$ cat config.mk
export PLATFORM = sky130hd
export DESIGN_NAME = stop_wait_arq_sender_unit
export DESIGN_NICKNAME = d
export VERILOG_FILES = /design/src/rtl/swarq_pkg.sv /design/src/rtl/stop_wait_arq_sender_unit.sv
export SDC_FILE = /design/constraint.sdc
export NUM_CORES = 1
export LEC_CHECK = 0
export ABC_AREA = 1
export BUFFER_PORTS_ARGS = -buffer_cell sky130_fd_sc_hd__clkbuf_2
export CORE_MARGIN = 2
export CORE_UTILIZATION = 40
export DETAILED_ROUTE_END_ITERATION = 12
export PLACE_DENSITY = 0.76
export REMOVE_ABC_BUFFERS = 1
export SYNTH_ARGS = -nofsm -noshare
export SYNTH_HDL_FRONTEND = slang
export SYNTH_SLANG_ARGS = --single-unit
$ cat constraint.sdc
create_clock -name clk -period 4.8 [get_ports clk]
set_clock_uncertainty 0.1 [all_clocks]
set_input_delay 0.48 -clock clk [delete_from_list [all_inputs] [get_ports clk]]
set_output_delay 0.48 -clock clk [all_outputs]
set_load 0.03 [all_outputs]
$ cat src/rtl/swarq_pkg.sv
package swarq_pkg;

	// Item command codes
	typedef enum logic [1:0] {
		CMD_SEND      = 2'd0,
		CMD_REPLY     = 2'd1,
		CMD_TICK      = 2'd2,
		CMD_CLEAR_SEQ = 2'd3
	} cmd_t;

	// Result event codes
	typedef enum logic [2:0] {
		EV_TX_NEW   = 3'd0,
		EV_RETX     = 3'd1,
		EV_DELIVER  = 3'd2,
		EV_GAVE_UP  = 3'd3,
		EV_REJECTED = 3'd4
	} event_t;

	// Register indexes (paddr[2])
	typedef enum logic {
		REG_TIMEOUT = 1'b0,
		REG_RETRY   = 1'b1
	} reg_idx_t;

	localparam int unsigned FLAG_W   = 7;
	localparam int unsigned WORD_W   = 16;
	localparam int unsigned SUM_W    = 20;  // ten 16-bit words fit in 20 bits
	localparam int unsigned RETRY_W  = 8;
	localparam int unsigned ADDR_W   = 3;
	localparam int unsigned DATA_W   = 32;

	localparam int unsigned INUSE_BIT = 0;
	localparam int unsigned NACK_BIT  = 6;

	localparam logic [WORD_W-1:0]  TIMEOUT_RESET = 16'd1000;
	localparam logic [RETRY_W-1:0] RETRY_RESET   = 8'd5;

endpackage

$ cat src/rtl/stop_wait_arq_sender_unit.sv
// Stop-and-wait ARQ sender: a send item stamps the alternating sequence bit, forces the
// in-use flag and yields the header checksum; replies (ACK/NACK) and tick items drive
// retransmission, delivery and give-up. Each item passes an input register, where the
// header words other than the sequence bit are summed, and a result register, where the
// sequence bit is added, the sum folded and complemented and the protocol state updated.
// One item is accepted every cycle unless in_stall is high; the result register takes the
// result when its item leaves the input register, and a stalled result register holds the
// input register, which stalls the input. An item produces zero or one result. Registers:
// timeout_ticks at 0x0, retry_limit at 0x4; write them only while no packet is pending.
module stop_wait_arq_sender_unit #(
	parameter int unsigned TICK_BITS = 16
) (
	input  logic                                   clk,
	input  logic                                   arst_n,
	// configuration port
	input  logic                                   psel,
	input  logic                                   penable,
	input  logic                                   pwrite,
	input  logic [swarq_pkg::ADDR_W-1:0]           paddr,
	input  logic [swarq_pkg::DATA_W-1:0]           pwdata,
	output logic [swarq_pkg::DATA_W-1:0]           prdata,
	output logic                                   pready,
	// input channel
	input  logic                                   in_valid,
	output logic                                   in_stall,
	input  logic [1:0]                             command,
	input  logic [31:0]                            src_address,
	input  logic [31:0]                            dst_address,
	input  logic [15:0]                            src_port,
	input  logic [15:0]                            dst_port,
	input  logic [15:0]                            ack_field,
	input  logic [6:0]                             flags_in,
	input  logic [15:0]                            packet_count,
	input  logic [6:0]                             rx_flags,
	input  logic [15:0]                            rx_ack,
	// result channel
	output logic                                   out_valid,
	input  logic                                   out_stall,
	output logic [2:0]                             event_kind,
	output logic                                   seq_bit,
	output logic [6:0]                             tx_flags,
	output logic [15:0]                            header_checksum,
	output logic [7:0]                             retries_used
);

	localparam int unsigned SUM_W   = swarq_pkg::SUM_W;
	localparam int unsigned WORD_W  = swarq_pkg::WORD_W;
	localparam int unsigned FLAG_W  = swarq_pkg::FLAG_W;
	localparam int unsigned RETRY_W = swarq_pkg::RETRY_W;
	localparam int unsigned CMP_W   = (TICK_BITS > WORD_W) ? TICK_BITS : WORD_W;

	// configuration registers
	logic [WORD_W-1:0]  timeout_q;
	logic [RETRY_W-1:0] limit_q;
	logic               cfg_wr;

	// input stage
	logic                   valid_s1;
	swarq_pkg::cmd_t        cmd_s1;
	logic [SUM_W-1:0]       psum_s1;
	logic [FLAG_W-1:0]      flags_s1;
	logic [FLAG_W-1:0]      rx_flags_s1;
	logic [WORD_W-1:0]      rx_ack_s1;
	logic [SUM_W-1:0]       psum_c;
	logic [FLAG_W-1:0]      flags_c;

	// protocol state
	logic                   awaiting_q;
	logic                   next_seq_q;
	logic                   pend_seq_q;
	logic [FLAG_W-1:0]      pend_flags_q;
	logic [WORD_W-1:0]      pend_cks_q;
	logic [TICK_BITS-1:0]   elapsed_q;
	logic [RETRY_W-1:0]     retry_q;

	logic                   awaiting_d;
	logic                   next_seq_d;
	logic                   pend_seq_d;
	logic [FLAG_W-1:0]      pend_flags_d;
	logic [WORD_W-1:0]      pend_cks_d;
	logic [TICK_BITS-1:0]   elapsed_d;
	logic [RETRY_W-1:0]     retry_d;

	// result decision
	logic                   emit_c;
	swarq_pkg::event_t      kind_c;
	logic                   advance;
	logic                   fire;

	// checksum fold and tick compare
	logic [SUM_W-1:0]       sum_full;
	logic [WORD_W:0]        fold1;
	logic [WORD_W-1:0]      fold2;
	logic [TICK_BITS-1:0]   elapsed_inc;
	logic                   timed_out;
	logic                   nack_c;
	logic                   ack_c;

	// result register
	logic                   out_valid_q;
	swarq_pkg::event_t      kind_q;
	logic                   seq_q;
	logic [FLAG_W-1:0]      tx_flags_q;
	logic [WORD_W-1:0]      cks_q;
	logic [RETRY_W-1:0]     retries_q;

	// ---------------------------------------------------------------- config port
	assign pready = 1'b1;
	assign cfg_wr = psel && penable && pwrite && pready;

	always_ff @(posedge clk or negedge arst_n) begin
		if (!arst_n) begin
			timeout_q <= swarq_pkg::TIMEOUT_RESET;
			limit_q   <= swarq_pkg::RETRY_RESET;
		end else if (cfg_wr) begin
			case (swarq_pkg::reg_idx_t'(paddr[2]))
				swarq_pkg::REG_TIMEOUT: timeout_q <= pwdata[WORD_W-1:0];
				swarq_pkg::REG_RETRY:   limit_q   <= pwdata[RETRY_W-1:0];
				default: ;
			endcase
		end
	end

	always_comb begin
		case (swarq_pkg::reg_idx_t'(paddr[2]))
			swarq_pkg::REG_TIMEOUT: prdata = {{(swarq_pkg::DATA_W-WORD_W){1'b0}}, timeout_q};
			swarq_pkg::REG_RETRY:   prdata = {{(swarq_pkg::DATA_W-RETRY_W){1'b0}}, limit_q};
			default:                prdata = '0;
		endcase
	end

	// ---------------------------------------------------------------- handshake
	assign advance  = !out_valid_q || !out_stall;
	assign fire     = valid_s1 && advance;
	assign in_stall = valid_s1 && !advance;

	// ---------------------------------------------------------------- input stage
	// Sum the nine header words that do not depend on the sequence bit
	assign flags_c = flags_in | FLAG_W'(1 << swarq_pkg::INUSE_BIT);
	assign psum_c  = SUM_W'(src_address[15:0]) + SUM_W'(src_address[31:16])
		+ SUM_W'(dst_address[15:0]) + SUM_W'(dst_address[31:16])
		+ SUM_W'(src_port) + SUM_W'(dst_port) + SUM_W'(ack_field)
		+ SUM_W'(flags_c) + SUM_W'(packet_count);

	always_ff @(posedge clk or negedge arst_n) begin
		if (!arst_n) begin
			valid_s1 <= 1'b0;
		end else if (!in_stall) begin
			valid_s1 <= in_valid;
		end
	end

	// Load payload on acceptance, hold while stalled
	always_ff @(posedge clk) begin
		if (in_valid && !in_stall) begin
			cmd_s1      <= swarq_pkg::cmd_t'(command);
			psum_s1     <= psum_c;
			flags_s1    <= flags_c;
			rx_flags_s1 <= rx_flags;
			rx_ack_s1   <= rx_ack;
		end
	end

	// ---------------------------------------------------------------- checksum
	// Add the sequence bit, fold twice with end-around carry, complement
	assign sum_full = psum_s1 + SUM_W'(next_seq_q);
	assign fold1    = (WORD_W+1)'(sum_full[WORD_W-1:0]) + (WORD_W+1)'(sum_full[SUM_W-1:WORD_W]);
	assign fold2    = fold1[WORD_W-1:0] + WORD_W'(fold1[WORD_W]);

	// ---------------------------------------------------------------- tick and reply
	assign elapsed_inc = (elapsed_q == {TICK_BITS{1'b1}}) ? elapsed_q : elapsed_q + 1'b1;
	assign timed_out   = CMP_W'(elapsed_inc) >= CMP_W'(timeout_q);
	assign nack_c      = rx_flags_s1[swarq_pkg::NACK_BIT] && rx_flags_s1[swarq_pkg::INUSE_BIT];
	assign ack_c       = rx_flags_s1[swarq_pkg::INUSE_BIT]
		&& (rx_ack_s1 == WORD_W'(pend_seq_q));

	// ---------------------------------------------------------------- protocol step
	always_comb begin
		awaiting_d   = awaiting_q;
		next_seq_d   = next_seq_q;
		pend_seq_d   = pend_seq_q;
		pend_flags_d = pend_flags_q;
		pend_cks_d   = pend_cks_q;
		elapsed_d    = elapsed_q;
		retry_d      = retry_q;
		emit_c       = 1'b0;
		kind_c       = swarq_pkg::EV_TX_NEW;
		case (cmd_s1)
			swarq_pkg::CMD_SEND: begin
				emit_c = 1'b1;
				if (awaiting_q) begin
					kind_c = swarq_pkg::EV_REJECTED;
				end else begin
					kind_c       = swarq_pkg::EV_TX_NEW;
					pend_seq_d   = next_seq_q;
					next_seq_d   = !next_seq_q;
					pend_flags_d = flags_s1;
					pend_cks_d   = ~fold2;
					elapsed_d    = '0;
					retry_d      = '0;
					awaiting_d   = 1'b1;
				end
			end
			swarq_pkg::CMD_REPLY: begin
				if (awaiting_q && nack_c) begin
					emit_c    = 1'b1;
					kind_c    = swarq_pkg::EV_RETX;
					elapsed_d = '0;
				end else if (awaiting_q && ack_c) begin
					emit_c     = 1'b1;
					kind_c     = swarq_pkg::EV_DELIVER;
					awaiting_d = 1'b0;
				end
			end
			swarq_pkg::CMD_TICK: begin
				if (awaiting_q) begin
					elapsed_d = elapsed_inc;
					if (timed_out) begin
						emit_c = 1'b1;
						if (retry_q >= limit_q) begin
							kind_c     = swarq_pkg::EV_GAVE_UP;
							awaiting_d = 1'b0;
						end else begin
							kind_c    = swarq_pkg::EV_RETX;
							retry_d   = retry_q + 1'b1;
							elapsed_d = '0;
						end
					end
				end
			end
			swarq_pkg::CMD_CLEAR_SEQ: begin
				next_seq_d = 1'b0;
			end
			default: ;
		endcase
	end

	// Advance protocol state when the item leaves the input stage
	always_ff @(posedge clk or negedge arst_n) begin
		if (!arst_n) begin
			awaiting_q   <= 1'b0;
			next_seq_q   <= 1'b0;
			pend_seq_q   <= 1'b0;
			pend_flags_q <= '0;
			pend_cks_q   <= '0;
			elapsed_q    <= '0;
			retry_q      <= '0;
		end else if (fire) begin
			awaiting_q   <= awaiting_d;
			next_seq_q   <= next_seq_d;
			pend_seq_q   <= pend_seq_d;
			pend_flags_q <= pend_flags_d;
			pend_cks_q   <= pend_cks_d;
			elapsed_q    <= elapsed_d;
			retry_q      <= retry_d;
		end
	end

	// ---------------------------------------------------------------- result register
	always_ff @(posedge clk or negedge arst_n) begin
		if (!arst_n) begin
			out_valid_q <= 1'b0;
		end else if (advance) begin
			out_valid_q <= fire && emit_c;
		end
	end

	always_ff @(posedge clk) begin
		if (fire && emit_c) begin
			kind_q     <= kind_c;
			seq_q      <= pend_seq_d;
			tx_flags_q <= pend_flags_d;
			cks_q      <= pend_cks_d;
			retries_q  <= retry_d;
		end
	end

	assign out_valid       = out_valid_q;
	assign event_kind      = kind_q;
	assign seq_bit         = seq_q;
	assign tx_flags        = tx_flags_q;
	assign header_checksum = cks_q;
	assign retries_used    = retries_q;

	// ---------------------------------------------------------------- assertions
	// A new transmission leaves a pending packet with a fresh retry count
	a_tx_new_pending: assert property (@(posedge clk) disable iff (!arst_n)
		fire && emit_c && kind_c == swarq_pkg::EV_TX_NEW
		|=> awaiting_q && retry_q == '0 && next_seq_q != pend_seq_q)
		else $error("new transmission did not set up pending packet");

	// Delivery or give-up returns to idle
	a_done_idle: assert property (@(posedge clk) disable iff (!arst_n)
		fire && emit_c && (kind_c == swarq_pkg::EV_DELIVER || kind_c == swarq_pkg::EV_GAVE_UP)
		|=> !awaiting_q)
		else $error("block still busy after completing a packet");

	// A stalled input stage keeps its item
	a_s1_hold: assert property (@(posedge clk) disable iff (!arst_n)
		valid_s1 && !advance |=> valid_s1 && $stable(cmd_s1) && $stable(psum_s1))
		else $error("input stage lost an item under stall");

	// A reject only happens while a packet is pending, and changes nothing
	a_reject_busy: assert property (@(posedge clk) disable iff (!arst_n)
		fire && emit_c && kind_c == swarq_pkg::EV_REJECTED
		|=> awaiting_q && $stable(pend_cks_q) && $stable(retry_q))
		else $error("rejected send altered the pending packet");

endmodule

-- After elaboration in Yosys (flattened, before gate mapping)
Cells that the tools add are included.
- flip-flop bits (word level): 162
- add/subtract/negate cells: 13
- magnitude comparators: 2
- equality and inequality tests: 10
- muxes and demuxes: 39
- bitwise operators: 2
- reduce and logical (&&, ||, !) cells: 24
- operator list (operator ; number):
    $mux W16 ; 8
    $pmux W32 S2 ; 1
    $add A20 B16 Y20 ; 3
    $pmux W16 S3 ; 1
    $mux W8 ; 4
    $add A19 B16 Y20 ; 1
    $add A20 B1 Y20 ; 1
    $add A20 B7 Y20 ; 1
    $add A18 B16 Y19 ; 1
    $add A17 B16 Y18 ; 1
    $add A16 B16 Y17 ; 1
    $add A16 B4 Y17 ; 1
    $add A16 B1 Y16 ; 1
    $add A16 B1 Y16 const B ; 1
    $eq A16 B1 Y1 ; 1
    $eq A16 B16 Y1 const B ; 1
    $ge A16 B16 Y1 ; 1
    $not A16 Y16 ; 1
    $pmux W8 S2 ; 1
    $mux W7 ; 2
    $mux W1 ; 12
    $logic_and A1 B1 Y1 ; 10
    $mux W2 ; 5
    $ne A2 B2 Y1 const B ; 5
    18 further kinds ; 25

-- Depth between registers and ports, before layout
- depth after elaboration: 8
- mapped depth: 39

-- Least setup slack after synthesis
No wires, ideal clock.
- kind: register to register
- start: register next_seq_q
- end: register cks_q[12] (netlist: header_checksum[12]) (data pin)
- arrival: 4652 ps
- data required time: 4440 ps
- setup slack: -212 ps
- stages on the path, launching flop included: 38
- buffers on the path: 0
- period minus slack after synthesis: 5012 ps
- cells stage by stage: dfrtp_1 ha_1 ha_1 nand2_1 nor2_2 nand2_1 inv_1 nand3_1 nor3_1 nand4_1 xnor2_1 ha_1 inv_1 fa_1 inv_1 nand2_1 nand3_1 nand2_4 [... 2 more ...] nor2_2 nand3_2 nor3_1 ha_1 ha_1 inv_1 nor2_1 nand3_1 nor2_1 nand3_1 nor2_1 nand3_2 nor2_4 nand2_1 nand2_1 nand2_1 nand2_1 o21ai_0
- word-level cells in the longest chain between the ends: 6
- ends and longest elaborated chain (item ; line ; RTL):
    start, declared ; stop_wait_arq_sender_unit.sv:69 ; logic next_seq_q;
    start signal, assigned ; stop_wait_arq_sender_unit.sv:250 ; next_seq_q <= next_seq_d;
    $add A20 B1 Y20 ; stop_wait_arq_sender_unit.sv:166 ; assign sum_full = psum_s1 + SUM_W'(next_seq_q);
    $add A16 B4 Y17 ; stop_wait_arq_sender_unit.sv:167 ; assign fold1 = (WORD_W+1)'(sum_full[WORD_W-1:0]) + (WORD_W+1)'(sum_full[SUM_W-1:WORD_W]);
    $add A16 B1 Y16 ; stop_wait_arq_sender_unit.sv:168 ; assign fold2 = fold1[WORD_W-1:0] + WORD_W'(fold1[WORD_W]);
    $not A16 Y16 ; stop_wait_arq_sender_unit.sv:198 ; pend_cks_d = ~fold2;
    $mux W16 ; stop_wait_arq_sender_unit.sv:191 ; if (awaiting_q) begin
    $mux W16 ; stop_wait_arq_sender_unit.sv:188 ; case (cmd_s1)
    via pend_cks_d[12] ; stop_wait_arq_sender_unit.sv:80 ; logic [WORD_W-1:0] pend_cks_d;
    end signal, assigned ; stop_wait_arq_sender_unit.sv:273 ; cks_q <= pend_cks_d;
    end, declared ; stop_wait_arq_sender_unit.sv:104 ; logic [WORD_W-1:0] cks_q;
The timed path passes the listed nets, and every way through them passes these cells.
A chain may end at the register's enable or synchronous reset.

-- Worst setup path after layout
- start: register psum_s1[0]
- end: register cks_q[9] (netlist: header_checksum[9]) (data pin)
- word-level cells in the longest chain between the ends: 6
- ends and longest elaborated chain (item ; line ; RTL):
    start, declared ; stop_wait_arq_sender_unit.sv:60 ; logic [SUM_W-1:0] psum_s1;
    start signal, assigned ; stop_wait_arq_sender_unit.sv:157 ; psum_s1 <= psum_c;
    $add A20 B1 Y20 ; stop_wait_arq_sender_unit.sv:166 ;
    $add A16 B4 Y17 ; stop_wait_arq_sender_unit.sv:167 ;
    $add A16 B1 Y16 ; stop_wait_arq_sender_unit.sv:168 ;
    $not A16 Y16 ; stop_wait_arq_sender_unit.sv:198 ;
    $mux W16 ; stop_wait_arq_sender_unit.sv:191 ;
    $mux W16 ; stop_wait_arq_sender_unit.sv:188 ;
    via pend_cks_d[9] ; stop_wait_arq_sender_unit.sv:80 ;
The timed path passes the listed nets, and every way through them passes these cells.

==> flow_summary.json <==
{
  "status": "finished, violations left",
  "failed_checks": "negative setup slack",
  "detail_route.wirelength_um": 29100,
  "r2r_setup_slack_ns": -0.39,
  "end_kind": "register",
  "yosys_warnings": 0,
  "vias": 10400,
  "root_buffer": "sky130_fd_sc_hd__clkbuf_16",
  "io_pins": 272,
  "net-switching-power_mw": 3.72,
  "r2r.worst_path.cells": 35,
  "areaGrowthSynthToFinish_pct": 26.2,
  "htreeDepth": 4,
  "setup_slack_ns": -0.395,
  "endpoint": "header_checksum[9]$_DFFE_PP_",
  "dp_hpwl_um": 21500,
  "multi_input_area_um2": 6770,
  "floorplan.initialDensity_pct": 40.3,
  "power.clock.fraction_pct": 16.1,
  "groute.usage.overall_pct": 17.8,
  "worstReg2RegEnd": "header_checksum[9]$_DFFE_PP_",
  "initial_antenna_violation_count": 0,
  "synth_edf_count": 81,
  "synth_cells": 1428,
  "ant_nets": 0,
  "drive_gt1_share_pct": 26.8,
  "antenna_cells": 0,
  "grt_first_pass_wirelength_um": 46300,
  "synth-async-reset-ratio_pct": 48.4,
  "synthTopCellsByArea": "sky130_fd_sc_hd__edfxtp_1 (20%), sky130_fd_sc_hd__fa_1 (16%), sky130_fd_sc_hd__dfrtp_1 (14%)",
  "crit_type": "register to register",
  "fillers": 2745,
  "ys_seq_area_share_pct": 35.4,
  "static-leakage-power_nw": 7.97,
  "drt_first_pass_iters": 5,
  "die-area_um2": 32100,
  "numClockSinks": 157,
  "period_share_pct": 108,
  "timing.rr.start": "psum_s1[0]$_DFFE_PP_",
  "cts_inserted_buffers": 17,
  "globalplace.congestion": 0.871,
  "highest_clock_rate_mhz": 193,
  "tritoncts": "done",
  "netSwitchingFraction_pct": 43.9,
  "cp_data_required_time_ns": 4.97,
  "remaining_drc_errors": 0,
  "grt_setup_unrepaired": "yes",
  "sequential_cell_area_um2": 4340,
  "setup_violations": 21,
  "die_height_um": 179,
  "hold_path_class": "primary input to register",
  "tightest_slew_ns": 1.04,
  "grt_max_degree": 77,
  "synth_top_cell_by_area": "sky130_fd_sc_hd__edfxtp_1",
  "finalHoldViolCount": 0,
  "cts-hold-fix-buffers": 0,
  "clk_pin_slew_worst_paths_ns": 0.08,
  "crit_start": "psum_s1[0]$_DFFE_PP_",
  "synth.cell_area_um2": 12300,
  "hold_slack_ns": 0.117,
  "die_span_x_um": 179,
  "layout_commonest_cell": "sky130_fd_sc_hd__inv_1",
  "io_buffers": 230,
  "fp.coreArea_um2": 30400,
  "count_of_non_filler_cells_in_the_finished_layout": 2166,
  "vias_per_cell": 4.82,
  "rows": 64,
  "maxSlewHeadroom_pct": 30.6,
  "critPathSlowestCell": "sky130_fd_sc_hd__edfxtp_1",
  "p_comb_share_pct": 59.1,
  "syn-mean-instance-area_um2": 8.59,
  "ys.flop_type": "sky130_fd_sc_hd__edfxtp_1",
  "cpPeakStageDelay_ns": 0.39,
  "drv.max_cap_violation_count": 0,
  "p_int_mw": 4.76,
  "path_max_fanout": 3,
  "layout.cells.most_common_list": "sky130_fd_sc_hd__inv_1 (340), sky130_fd_sc_hd__nand2_1 (270), sky130_fd_sc_hd__clkbuf_2 (229), sky130_fd_sc_hd__fa_1 (100), sky130_fd_sc_hd__buf_4 (100)",
  "power.density_cell_area_nw_per_um2": 548,
  "first_global_vias": 10500,
  "buffers_from_clock_root_to_sink_at_most": 2,
  "globalRouteOverflowTotal": 0,
  "placedCellCount": 2085,
  "cp-start-kind": "register",
  "hold_path_depth": 1,
  "drv_slew": 0,
  "routed_wire_length_per_instance_um": 13.4,
  "maximum_vdd_drop_v": 0.000297,
  "finalNetCount": 2125,
  "cp_data_arrival_time_ns": 5.36,
  "sequential_share_of_power_pct": 24.8,
  "initialDrtViolationCount": 575,
  "post-layout-total-power_mw": 8.48,
  "synth.ff_latch_count": 157,
  "latest_clock_arrival_within_the_worst_skew_pair_ns": 0.43,
  "yosys.cell_types.count": 54,
  "netlist.area_leader.share_pct": 19.8,
  "layout_min_cycle_time_ns": 5.19
}
==> cells in the mapped netlist, types with 13 or more instances <==
library cell	n
sky130_fd_sc_hd__xor2_1	25
sky130_fd_sc_hd__fa_1	101
sky130_fd_sc_hd__clkbuf_1	16
sky130_fd_sc_hd__nor3_1	17
sky130_fd_sc_hd__nand4_1	15
sky130_fd_sc_hd__nor2_2	13
sky130_fd_sc_hd__ha_1	65
sky130_fd_sc_hd__inv_1	346
sky130_fd_sc_hd__nand2_1	278
sky130_fd_sc_hd__nor2_1	76
sky130_fd_sc_hd__dfrtp_1	68
sky130_fd_sc_hd__a21oi_1	43
sky130_fd_sc_hd__nand3_1	59
sky130_fd_sc_hd__o21ai_0	93
sky130_fd_sc_hd__edfxtp_1	81
sky130_fd_sc_hd__buf_4	19
==> power by group through the flow <==
stage	clock, mW	sequential [mW]	combinational, mW
CTS	1.39	2.09	4.77
detailed placement	0	2.11	4.52
global route	1.45	2.13	5.72
floorplan	0	2.15	3.14
finish	1.37	2.10	5.01
global placement	0	2.10	4.41
==> how the worst min path moves through the flow <==
| stage | slack [ns] | startpoint | endpoint |
|---|---|---|---|
| 2_1_floorplan | 0.08 | arst_n | awaiting_q$_DFFE_PN0P_ |
| 3_3_place_gp | 0.34 | pend_flags_q[0]$_DFFE_PN0P_ | pend_flags_q[0]$_DFFE_PN0P_ |
| 3_5_place_dp | 0.35 | pend_flags_q[0]$_DFFE_PN0P_ | pend_flags_q[0]$_DFFE_PN0P_ |
| 4_1_cts | 0.10 | rx_ack[4] | rx_ack_s1[4]$_DFFE_PP_ |
| 5_1_grt | 0.10 | rx_ack[12] | rx_ack_s1[12]$_DFFE_PP_ |
| 6_report | 0.12 | rx_ack[4] | rx_ack_s1[4]$_DFFE_PP_ |
==> area by class of cell <==
class                      count  area share [%]
multi-input combinational    897            43.8
sequential                   157            28.1
timing repair buffer         332            12.5
inverter                     352            8.54
tap                          396            3.20
clock buffer                  17            2.75
clock inverter                15            1.17
==> timing repair <==
item                                    in CTS  in global routing
endpoints found under the setup margin      22                 73
pin swaps                                   24                 30
gates resized for setup                     29                 51
cloned                                       0                  0
setup buffers                               39                 11
==> registers in the layout, summed over array words and instances (netlist names), 6 cells and up <==
register	cells
rx_ack_s1	16
retries_used	8
elapsed_q	16
pend_cks_q	16
retry_q	8
timeout_q	16
flags_s1	6
pend_flags_q	7
psum_s1	20
limit_q	8
tx_flags	7
header_checksum	16
==> worst max-delay path: cells and delay by family, from the launching register on <==
| family | cells | cell delay (ns) |
|---|---|---|
| XOR/XNOR | 2 | 0.31 |
| AO/OA/AOI/OAI | 1 | 0.10 |
| adder cells (fa/ha/maj) | 3 | 0.70 |
| flip-flops | 1 | 0.39 |
| buffers and inverters | 6 | 0.64 |
| AND/OR/NAND/NOR | 23 | 2.78 |
==> layer usage <==
metal  routed length (µm)  global-route usage (%)
met1                11400                    20.1
met2                15200                    33.1
met3                 1440                    3.12
met4                 1100                    7.06
met5                    0                       0
==> metrics by stage <==
| stage | area [µm²] | setup TNS [ns] | util (%) | setup slack, ns |
|---|---|---|---|---|
| global placement | 14200 | -2.65 | 46.6 | -0.365 |
| global route | 15500 | -11.03 | 50.9 | -0.657 |
| finish | 15500 | -5.26 | 50.9 | -0.395 |
| detailed placement | 14200 | -6.60 | 46.6 | -0.591 |
| floorplan | 12100 | -6.48 | - | -0.270 |
| CTS | 15200 | -1.50 | 49.9 | -0.200 |
==> cells by family after synthesis <==
family | after synthesis | share of synthesized area, %
AND/OR/NAND/NOR | 503 | 18.4
buffers and inverters | 389 | 12.5
flip-flops | 157 | 35.4
other | 2 | 0.0612
XOR/XNOR | 36 | 2.57
AO/OA/AOI/OAI | 175 | 7.95
adder cells (fa/ha/maj) | 166 | 23.1
No activity file was read; power rests on OpenSTA's default activity.
